File: src/hw/rtl/clc_ram.sv
// simple memory: one write port, two registered read ports
module clc_ram #(
  parameter int W  = 8,
  parameter int AW = 4
) (
  input  logic          clk,
  input  logic          we,
  input  logic [AW-1:0] waddr,
  input  logic [W-1:0]  wdata,
  input  logic [AW-1:0] raddr_a,
  input  logic [AW-1:0] raddr_b,
  output logic [W-1:0]  rdata_a,
  output logic [W-1:0]  rdata_b
);
  logic [W-1:0] mem [1<<AW];

  always_ff @(posedge clk) begin
    if (we) begin
      mem[waddr] <= wdata;
    end
    rdata_a <= mem[raddr_a];
    rdata_b <= mem[raddr_b];
  end
endmodule

File: config.mk
export PLATFORM = sky130hd
export DESIGN_NAME = clc_ram
export DESIGN_NICKNAME = d
export VERILOG_FILES = /design/src/hw/rtl/clc_ram.sv
export SDC_FILE = /design/constraint.sdc
export NUM_CORES = 1
export LEC_CHECK = 0
export BUFFER_PORTS_ARGS = -buffer_cell sky130_fd_sc_hd__buf_2
export CORE_MARGIN = 1.5
export CORE_UTILIZATION = 25
export DETAILED_ROUTE_END_ITERATION = 16
export GPL_TIMING_DRIVEN = 1
export HOLD_SLACK_MARGIN = 0.06
export SETUP_SLACK_MARGIN = 0.3
export SLEW_MARGIN = 40
export SYNTH_ARGS = -nofsm -noshare
export SYNTH_HDL_FRONTEND = slang
export SYNTH_SLANG_ARGS = --single-unit
File: constraint.sdc
create_clock -name clk -period 2.2 [get_ports clk]
set_input_delay 0.11 -clock clk [delete_from_list [all_inputs] [get_ports clk]]
set_output_delay 0.11 -clock clk [all_outputs]
set_load 0.05 [all_outputs]
==> metrics.md <==
| Metric | Value |
|---|---|
| Number of I/O pins | `38` |
| Core Rows | `58` |
| Cell area after technology mapping | `6346 um2` |
| CTS max path bufs | `2` |
| Launching instance or port of the critical path | `mem[1][4]` |
| # Max-Cap Violations | `0` |
| Number of storage elements in the synthesis netlist | `144` |
| Crit path time final | `1493 ps` |
| Worst-path maximum fanout | `2` |
| Launch instance of the worst register-to-register path | `mem[1][4]` |
| Critical path data required time | `2500 ps` |
| Peak supply drop | `0.0004140 V` |
| Via count of the first global-routing pass | `3,744` |
| Deepest level of the CTS H-tree | `4` |
| Slew HR | `0.5818` |
| Wire length of the first global-routing pass | `23,470 um` |
| Finished layout cell area | `7705 um2` |
| Starting Density | `0.2535` |
| Classification of the worst-slack hold path | `in -> reg` |
| Kind of capture point of the worst setup path | `register` |
| Total negative slack for setup checks | `0 ps` |
| Detailed placement HPWL | `10,470 um` |
| Most used cells in the layout excluding fill and tap cells | `128 x edfxtp_1, 37 x buf_2, 34 x mux4_2` |
| Die X | `162.3 um` |
| Clock input transition at the sequential cells of the worst setup and hold paths | `60 ps` |
| Ratio of routed vias to standard cells | `4.874` |
| Sum of routed wire length over all layers | `15,660 um` |
| Per-cell routed wire length | `21.87 um` |
| Number of iterations in the first detailed-routing pass | `5` |
| Cell at the root of the clock tree | `clkbuf_16` |
| Total track usage | `0.1251` |
| Final Power | `6861 uW` |
| Iter 0 DRT Violations | `295` |
| Initial antenna violation count | `1` |
| Worst Setup EP | `rdata_a[4]` |
| Placeable core area | `25,040 um2` |
| Worst slew pin tran | `627.2 ps` |
| Maximum number of pins on one net before global-route repair | `22` |
| Average instance area after synthesis | `20.67 um2` |
| Critical path arrival | `1790 ps` |
| Clock tree sinks | `144` |
| Critical path start-end classification | `reg -> reg` |
| Fraction of the yosys area taken by sequential cells | `0.6562` |
| Vertical extent of the die | `162.3 um` |
| Final setup violation count | `0` |
| Reg2reg setup slack | `710 ps` |
| Post-Synthesis Net Count | `329` |
| Post-synthesis instance total | `307` |
| Final worst path period share | `0.6788` |
| Static Leak | `0.002631 uW` |
| Most common library cell in the layout ignoring fill and taps | `edfxtp_1` |
| Peak clock frequency supported by timing | `669.6 MHz` |
| Worst skew pair latency | `420 ps` |
| Filler Cell Count | `2,376` |
| Final Slew Violations | `0` |
| Final hold vios | `0` |
| PD cells | `890.5 nW/um2` |
| Category of the worst setup path launch point | `register` |
| Number of CTS-inserted buffers | `17` |
| Vias post-DR | `3,490` |
| Register area | `4164 um2` |
| Layout area overhead | `21.41%` |
| Standard cell area after detailed placement | `7024 um2` |
| Synth cell types | `20` |
| End of the worst register-to-register path | `rdata_a[4]` |
| Final Non-Filler Cells | `716` |
| Clock tree from TritonCTS | `yes` |
| Synth warn | `0` |
| Area of the multi-input gates | `2009 um2` |
| Remaining number of nets flagged by the antenna check after routing | `0` |
| Outcome | `finished, final reports clean` |
| Diodes inserted | `0` |
| Most frequently used flop master after synthesis | `edfxtp_1` |
| Register-to-Register Path Depth | `3` |
| Total Nets Final | `395` |
| Global placer's final weighted congestion | `0.7662` |
| Die area | `26,350 um2` |
| EDFF count, synth | `128` |
| Setup repair after global routing missed its margin | `no` |
| Utilization after layout | `0.3077` |
| Fraction of layout instances using a drive strength above 1 | `0.3368` |
| Leftover overflow at the end of global routing | `0` |
| Port Buf Inserts | `37` |
| Number of buffers inserted by post-CTS setup repair | `0` |
| Async S/R FF share, synth | `0` |
| Instance count after placement with tap cells included | `681` |
| Worst clock skew | `12.98 ps` |
| Number of remaining DRC errors | `0` |
==> cells in the mapped netlist (all sizes together) (2+ instances only) <==
library cell,n,area share
a22oi,32,0.038
and2,2,0.0020
and2b,2,0.0024
buf,14,0.018
clkdlybuf4s25,6,0.0095
dfxtp,16,0.050
edfxtp,128,0.61
mux4,64,0.24
nand2,17,0.010
nand2b,2,0.0020
nand3b,2,0.0024
nor2,14,0.0083
nor2b,2,0.0020
nor3,4,0.0032
==> worst max-delay path: stages (launching register included) <==
cell	delay, ps
edfxtp_1	380
mux4_1	530
a22oi_1	340
nand2_1	130
==> registers in the layout (all words and copies together), names as in the netlist <==
name and flops:
rdata_a 8, mem 128, rdata_b 8
==> per-stage QoR <==
step / setup WS [ps] / hold slack (ps)
finish: 706.7 / 68.45
global route: 658.6 / 69.94
CTS: 672.0 / 61.58
detailed placement: 421.6 / 499.8
global placement: 431.3 / 482.3
floorplan: 597.1 / 208.9
==> timing repair <==
action	CTS	global route
endpoints found under the setup margin	0	0
hold buffers	3	0
endpoints found under the hold margin	29	0
gates resized for setup	0	0
==> logic make-up after synthesis <==
logic type	after synthesis	synth area share
flops	144	0.6562
mux	64	0.2445
simple gates	47	0.03430
compound gates	32	0.03785
buf+inv	20	0.02721
==> worst min path at each step <==
stage	start	slack [ps]	end	depth (start not counted)
6_report	wdata[1]	70	mem[14][1]	1
4_1_cts	wdata[6]	60	mem[6][6]	1
5_1_grt	wdata[3]	70	mem[0][3]	1
2_1_floorplan	wdata[0]	210	mem[0][0]	0
3_3_place_gp	wdata[6]	480	mem[7][6]	1
3_5_place_dp	wdata[0]	500	mem[6][0]	1
==> area by class of cell <==
cell class                 instances  area share
multi-input combinational        143      0.2608
sequential                       144      0.5404
clock buffer                      19     0.05749
timing repair buffer              67     0.06073
clock inverter                    13     0.02696
tap                              330     0.05359
==> where the power goes <==
group          internal (uW)  switching, uW  leakage (uW)
sequential              3060           33.5       0.00129
clock                   2050           1130      0.000310
combinational            225            366       0.00103
total                   5330           1530       0.00263
==> metal layers <==
layer / GRT usage / share of wire
met4: 0.03253 / 0.011
met5: 0 / 0.00045
met2: 0.2049 / 0.50
met3: 0.03422 / 0.061
met1: 0.1639 / 0.43
No activity file was read; power rests on OpenSTA's default activity.
