[config.mk]
export PLATFORM = sky130hd
export DESIGN_NAME = clc_div
export DESIGN_NICKNAME = d
export VERILOG_FILES = /design/src/hw/rtl/clc_div.sv
export SDC_FILE = /design/constraint.sdc
export NUM_CORES = 1
export LEC_CHECK = 0
export BUFFER_PORTS_ARGS = -buffer_cell sky130_fd_sc_hd__buf_2
export CAP_MARGIN = 40
export CORE_ASPECT_RATIO = 2
export CORE_UTILIZATION = 40
export DETAILED_ROUTE_END_ITERATION = 6
export GPL_TIMING_DRIVEN = 0
export PLACE_DENSITY = 0.69
export SLEW_MARGIN = 20
export SYNTH_ARGS = -nofsm -noshare
export SYNTH_HDL_FRONTEND = slang
export SYNTH_SLANG_ARGS = --single-unit
[constraint.sdc]
create_clock -name clk -period 2.75 [get_ports clk]
set_input_delay 0.55 -clock clk [delete_from_list [all_inputs] [get_ports clk]]
set_output_delay 0.55 -clock clk [all_outputs]
set_load 0.1 [all_outputs]
[src/hw/rtl/clc_div.sv]
// restoring divider, one quotient bit per cycle
module clc_div #(
  parameter int NUM_W = 22,
  parameter int DEN_W = 7
) (
  input  logic             clk,
  input  logic             rst,
  input  logic             start,
  input  logic [NUM_W-1:0] num,
  input  logic [DEN_W-1:0] den,
  output logic             done,
  output logic [NUM_W-1:0] quot
);
  localparam int CNT_W = $clog2(NUM_W + 1);

  logic [DEN_W-1:0] rem;
  logic [DEN_W-1:0] divisor;
  logic [CNT_W-1:0] cnt;
  logic             busy;
  logic [DEN_W:0]   trial;
  logic             ge;

  assign trial = {rem, quot[NUM_W-1]};
  assign ge    = trial >= {1'b0, divisor};

  always_ff @(posedge clk) begin
    if (rst) begin
      busy <= 1'b0;
      done <= 1'b0;
    end else begin
      done <= !start && busy && (cnt == CNT_W'(NUM_W - 1));
      if (start) begin
        busy    <= 1'b1;
        rem     <= '0;
        quot    <= num;
        divisor <= den;
        cnt     <= '0;
      end else if (busy) begin
        rem  <= ge ? DEN_W'(trial - {1'b0, divisor}) : DEN_W'(trial);
        quot <= {quot[NUM_W-2:0], ge};
        if (cnt == CNT_W'(NUM_W - 1)) begin
          busy <= 1'b0;
        end else begin
          cnt <= cnt + 1'b1;
        end
      end
    end
  end
endmodule

==> results of run 1 <==
[state kept, by name, indices dropped and copies added (netlist names)]
signal   cells
busy         1
cnt          5
divisor      7
done         1
quot        22
rem          7
[placed cells by master, fill, tap and decap left out, types with 2 or more instances in the layout]
cell type   n
buf_2      56
edfxtp_1   41
mux2_2     22
nor2_1     12
inv_1      10
ha_1        9
a21oi_1     7
nand3_1     7
nor3_1      6
clkbuf_8    5
nor2b_1     4
o21ai_1     4
xnor2_1     3
clkbuf_1    2
o21a_1      2
mux2i_1     2
a22o_1      2
a21oi_2     2
a211oi_1    2
xor2_1      2
dfxtp_1     2
[final timing paths]
kind	endpoint	depth (start not counted)	slack, ns
setup / recovery	rem[6]$_SDFFCE_PP0P_	8	0.49
hold / removal	divisor[6]$_DFFE_PP_	1	0.42
setup reg to reg	rem[6]$_SDFFCE_PP0P_	8	0.49
hold reg to reg	done$_SDFF_PP0_	1	0.51
[worst register-to-register path: cells and delay by family, from the launching register on]
kind	cells	cell delay (ns)
adders and majority gates	2	0.63
AOI/OAI and AO/OA	3	0.48
DFF	1	0.39
muxes	1	0.23
and+or+nand+nor	1	0.22
buffers and inverters	1	0.06
[cells by family (layout without fill, tap and decap cells)]
logic type,after synthesis,count (layout),synth area share (%)
flip-flops,43,43,58.8
AND/OR/NAND/NOR,36,36,8.39
AO/OA/AOI/OAI,27,27,9.49
multiplexers,24,24,12.4
buffers and inverters,15,78,2.78
adder cells (fa/ha/maj),10,10,6.13
XOR/XNOR,5,5,2.03
[power by group through the flow]
stage | logic, W | registers, W | clock network [W]
after CTS | 0.000456 | 0.000803 | 0.000413
after global placement | 0.000440 | 0.000817 | 0
after floorplan | 0.000207 | 0.000964 | 0
final | 0.000454 | 0.000802 | 0.000401
after global routing | 0.000482 | 0.000808 | 0.000428
after detailed placement | 0.000453 | 0.000817 | 0
[synth_stat cells, types with 2 or more instances]
cell	count
o21a_1	2
mux2_2	22
a21oi_1	7
a22o_1	2
ha_1	9
a211oi_1	2
a21oi_2	2
dfxtp_1	2
nor2_1	13
o21ai_1	4
xnor2_1	3
nor2b_1	4
xor2_1	2
edfxtp_1	41
buf_2	3
nand3_1	7
inv_1	10
mux2i_1	2
nor3_1	6
[per-stage QoR]
stage          std cells  utilization (%)  setup WS, ns  hold slack, ns
6_report             281             50.7         0.492           0.424
5_1_grt              281             50.7         0.370           0.418
4_1_cts              280             50.5         0.500           0.419
3_5_place_dp         272             48.9         0.509           0.491
3_3_place_gp         271             48.2        -0.546           0.487
2_1_floorplan        160                -        0.0210           0.473
[metal layers]
layer / global-route usage, % / vias to the layer above / routed length, microns
li1: - / 726 / -
met1: 15.9 / 689 / 1510
met4: 7.14 / 0 / 104
met2: 31.9 / 57 / 2480
met5: 0 / - / 0
met3: 3.58 / 10 / 265
[area by class of cell]
class	count	area (sq um)	share of cell area [%]
Sequential cell	43	1270	48.4
Buffer	4	18.8	0.714
Multi-Input combinational cell	102	838	31.9
Timing Repair Buffer	55	300	11.4
Tap cell	58	72.6	2.76
Clock buffer	6	72.6	2.76
Inverter	11	41.3	1.57
Clock inverter	2	12.5	0.476
==> results_dict.tcl, run 1 <==
set metrics [dict create \
    synth_flop_cell "edfxtp_1" \
    switching_share_pct 33.5 \
    critPathLaunch "quot[21]$_DFFE_PP_" \
    dieArea_sq_mm 0.00572 \
    clk_path_buf_depth 2 \
    grt_start_max_net_pins 16 \
    final.min_clock_period_ns 2.26 \
    hold_path_startpoint "den[6]" \
    grt_pass1_wl_mm 6.81 \
    drive_gt1_share_pct 43.5 \
    yosysWarnings 0 \
    postPlaceCellArea_sq_mm 0.00253 \
    internal_power_w 0.00110 \
    fillerInstances 462 \
    die_w_microns 54.0 \
    cts_sinks 43 \
    stdcell_area_sq_mm 0.00263 \
    clock_skew_ns 0.00492 \
    ys_ff_latch 43 \
    start_util_pct 41.7 \
    finalPower_w 0.00166 \
    max_slew_margin_pct 65.2 \
    grt_pass1_vias 1539 \
    clock_latency_ns 0.30 \
    ir_drop_v 0.000491 \
    drt_pass1_iterations 4 \
    numPortBuffers 53 \
    p_comb_share_pct 27.4 \
    synth_edf_count 41 \
    ys_seq_area_share_pct 58.8 \
    finalSetupTns_ns 0 \
    crit_required_ns 2.80 \
    post_cts_buffers 0 \
    crit_family "adder cells" \
    startpoint_type "register" \
    cts.clk_slew.worst_paths_ns 0.08 \
    clockRootBuffer "clkbuf_8" \
    worst_pin_slew_ns 0.521 \
    syn_nets 202 \
    coreArea_sq_mm 0.00518 \
    cts_resized 0 \
    die_h_microns 106 \
    power.leakage_nw 1.04 \
    status "finished, final reports clean" \
    max_freq_mhz 443 \
    drt_iter0_markers 25 \
    cts_tree "yes" \
    syn_to_final_growth_pct 21.5 \
    track_usage_pct 16.8 \
    slew_viol_final 0 \
    synth_area_per_cell_sq_um 13.5 \
    worstSetupPathType "reg2reg" \
    async_flop_share_pct 0 \
    wl_per_cell_microns 15.5 \
    syn_inst 160 \
    rr_startpoint "quot[21]$_DFFE_PP_" \
    antenna_left 0 \
    finalHoldViolCount 0 \
    rsz0062_at_grt "false" \
    fin_nets 264 \
    drcViolationCount 0 \
    cp_cell_sequence "inv_1, ha_1, fa_1, nand2b_2, a21oi_1, mux2i_1, a22o_1, a21oi_2" \
    clkPwrFrac_pct 24.2 \
    worst-path-max-fanout 3 \
    synth_top_area_share_pct 56.9 \
    setup_viol 0 \
    synth_cell_types 36 \
    via_per_inst 5.27 \
    worst_setup_path_end_kind "register" \
    ctsHoldBuffers 0 \
    synth_area_leaders "edfxtp_1 57%, mux2_2 11%, ha_1 5.2%, nor2_1 2.3%, dfxtp_1 1.9%" \
    powerDensity_mw_per_mm2 631 \
    antenna_found_initial 0 \
    grt_overflow 0 \
    row_count 37 \
    yosysTopAreaCell "edfxtp_1" \
    place_congestion 0.790 \
    crit_slowest_cell "fa_1" \
    boundaryPins 55 \
    drv_cap 0 \
    num_vias 1482 \
    cts_buffers 5 \
    dp_hpwl_mm 3.37 \
    htreeDepth 2 \
    seq_power_share_pct 48.4 \
    syn_area_sq_mm 0.00216 \
    critical_path.max_stage_delay_ns 0.41 \
    n_antenna_cell 0 \
    finalCritPeriodShare_pct 82.1 \
    power.switching_w 0.000555 \
    wl_mm 4.36 \
    hp-class "in2reg" \
    arrival_ns 2.31 \
    crit_buf_inv 1 \
]
No activity file was read; power rests on OpenSTA's default activity.
==> run 2, diff against run 1 <==
--- a/config.mk
+++ b/config.mk
@@ -11,7 +11,7 @@
 export CORE_UTILIZATION = 40
 export DETAILED_ROUTE_END_ITERATION = 6
 export GPL_TIMING_DRIVEN = 0
-export PLACE_DENSITY = 0.69
+export PLACE_DENSITY = 0.67
 export SLEW_MARGIN = 20
 export SYNTH_ARGS = -nofsm -noshare
 export SYNTH_HDL_FRONTEND = slang
==> constraint.sdc (replaced) <==
create_clock -name clk -period 2.1 [get_ports clk]
set_input_delay 0.42 -clock clk [delete_from_list [all_inputs] [get_ports clk]]
set_output_delay 0.42 -clock clk [all_outputs]
set_load 0.1 [all_outputs]
==> results_dict.tcl, run 2 (same netlist as run 1, synthesis figures left out) <==
set metrics [dict create \
    worstSetupPathType "reg2reg" \
    worst-path-max-fanout 8 \
    clock_skew_ns 0.00861 \
    wl_per_cell_microns 15.7 \
    drv_cap 0 \
    clockRootBuffer "clkbuf_8" \
    wl_mm 4.42 \
    largest_reg_flops 22 \
    dieArea_sq_mm 0.00572 \
    rr_startpoint "quot[21]$_DFFE_PP_" \
    status "finished, final reports clean" \
    antenna_found_initial 0 \
    top_layer "met4" \
    postPlaceCellArea_sq_mm 0.00253 \
    setup_viol 0 \
    drt_pass1_iterations 4 \
    row_count 37 \
    hp-class "in2reg" \
    worst_pin_slew_ns 0.755 \
    numPortBuffers 53 \
    ctsHoldBuffers 0 \
    die_w_microns 54.0 \
    cts_tree "yes" \
    coreArea_sq_mm 0.00518 \
    top_register "quot" \
    final_cell_mix "56 x buf_2, 41 x edfxtp_1, 22 x mux2_2" \
    fin_nets 266 \
    stdcell_area_sq_mm 0.00269 \
    grt_overflow 0 \
    finalHoldViolCount 0 \
    setup_ws_ns 0.0340 \
    hold_path_startpoint "den[6]" \
    preCtsSetupSlack_ns 0.0395 \
    start_util_pct 41.7 \
    crit_required_ns 2.27 \
    finalPower_w 0.00230 \
    final_common_cell "buf_2" \
    max_freq_mhz 484 \
    ir_drop_v 0.000676 \
    die_h_microns 106 \
    drcViolationCount 0 \
    num_vias 1521 \
    clk_path_buf_depth 2 \
    final.min_clock_period_ns 2.07 \
    cts_sinks 43 \
    top_regs "quot: 22 flops, divisor: 7 flops, rem: 7 flops" \
    slew_viol_final 0 \
    place_congestion 0.746 \
    antenna_left 0 \
    route.met2.wl_mm 2.56 \
    track_usage_pct 17.7 \
    drt_iter0_markers 28 \
    dr_wl_met3_microns 177 \
    via_per_inst 5.39 \
    drive_gt1_share_pct 46.0 \
    powerDensity_mw_per_mm2 852 \
    boundaryPins 55 \
    power.leakage_nw 1.06 \
    max_slew_margin_pct 49.5 \
    wl_met1_mm 1.53 \
    cts.clk_slew.worst_paths_ns 0.08 \
    grt_pass1_wl_mm 7.10 \
    htreeDepth 2 \
    cts_buffers 5 \
    arrival_ns 2.23 \
    critPathLaunch "quot[21]$_DFFE_PP_" \
    clock_latency_ns 0.30 \
    grt_start_max_net_pins 30 \
    n_antenna_cell 0 \
    syn_to_final_growth_pct 24.6 \
    worst_setup_path_end_kind "register" \
    dp_hpwl_mm 3.35 \
    finalCritPeriodShare_pct 98.4 \
    grt_pass1_vias 1591 \
    rsz0062_at_grt "true" \
    startpoint_type "register" \
    finalSetupTns_ns 0 \
]
[run 2: cell types whose count changed in the layout (fill, tap and decap cells not counted), moves of 2 or more]
cell     previous run  this run
a21oi_2             2         4
a21oi_1             7         5
ha_1                9         7
buf_4               1         3
ha_2                0         2
[run 2: final timing paths]
kind	end	slack [ns]	depth (start not counted)
max reg2reg	rem[5]$_SDFFCE_PP0P_	0.03	8
min	divisor[6]$_DFFE_PP_	0.29	1
min reg2reg	done$_SDFF_PP0_	0.49	1
max	rem[5]$_SDFFCE_PP0P_	0.03	8
[run 2: layer usage]
metal / track usage [%] / up-vias
met3: 3.58 / 13
met2: 32.2 / 60
met5: 0 / -
met1: 16.8 / 719
met4: 10.6 / 0
li1: - / 729
[run 2: final cells by class]
| class | count | area, sq um |
|---|---|---|
| Sequential cell | 43 | 1270 |
| Tap cell | 58 | 72.6 |
| Buffer | 4 | 18.8 |
| Multi-Input combinational cell | 102 | 880 |
| Fill cell | 483 | 2490 |
| Clock inverter | 1 | 30.0 |
| Inverter | 11 | 41.3 |
| Clock buffer | 6 | 72.6 |
| Timing Repair Buffer | 57 | 308 |
[run 2: report_power, final]
part	internal [W]	switching (W)	total, W
combinational	0.000208	0.000421	0.000629
sequential	0.00102	0.0000311	0.00105
clock	0.000348	0.000269	0.000618
total	0.00157	0.000721	0.00230
[run 2: timing repair]
action / 4_1_cts / 5_1_grt
gates resized for setup: 0 / 4
buffers inserted: 0 / 3
endpoints found under the setup margin: 0 / 7
[run 2: stage by stage]
step / util, % / std cells / hold WS, ns
2_1_floorplan: - / 160 / 0.473
3_3_place_gp: 48.7 / 271 / 0.496
3_5_place_dp: 48.8 / 271 / 0.493
4_1_cts: 50.8 / 278 / 0.278
5_1_grt: 52.0 / 282 / 0.276
6_report: 52.0 / 282 / 0.287
[run 2: critical path, stage by stage, from the launching register on]
cell       delay [ns]
edfxtp_1         0.38
inv_1            0.06
ha_2             0.18
fa_2             0.35
nand2b_4         0.17
o2bb2ai_4        0.16
a31o_4           0.27
a22o_1           0.24
a21oi_2          0.13
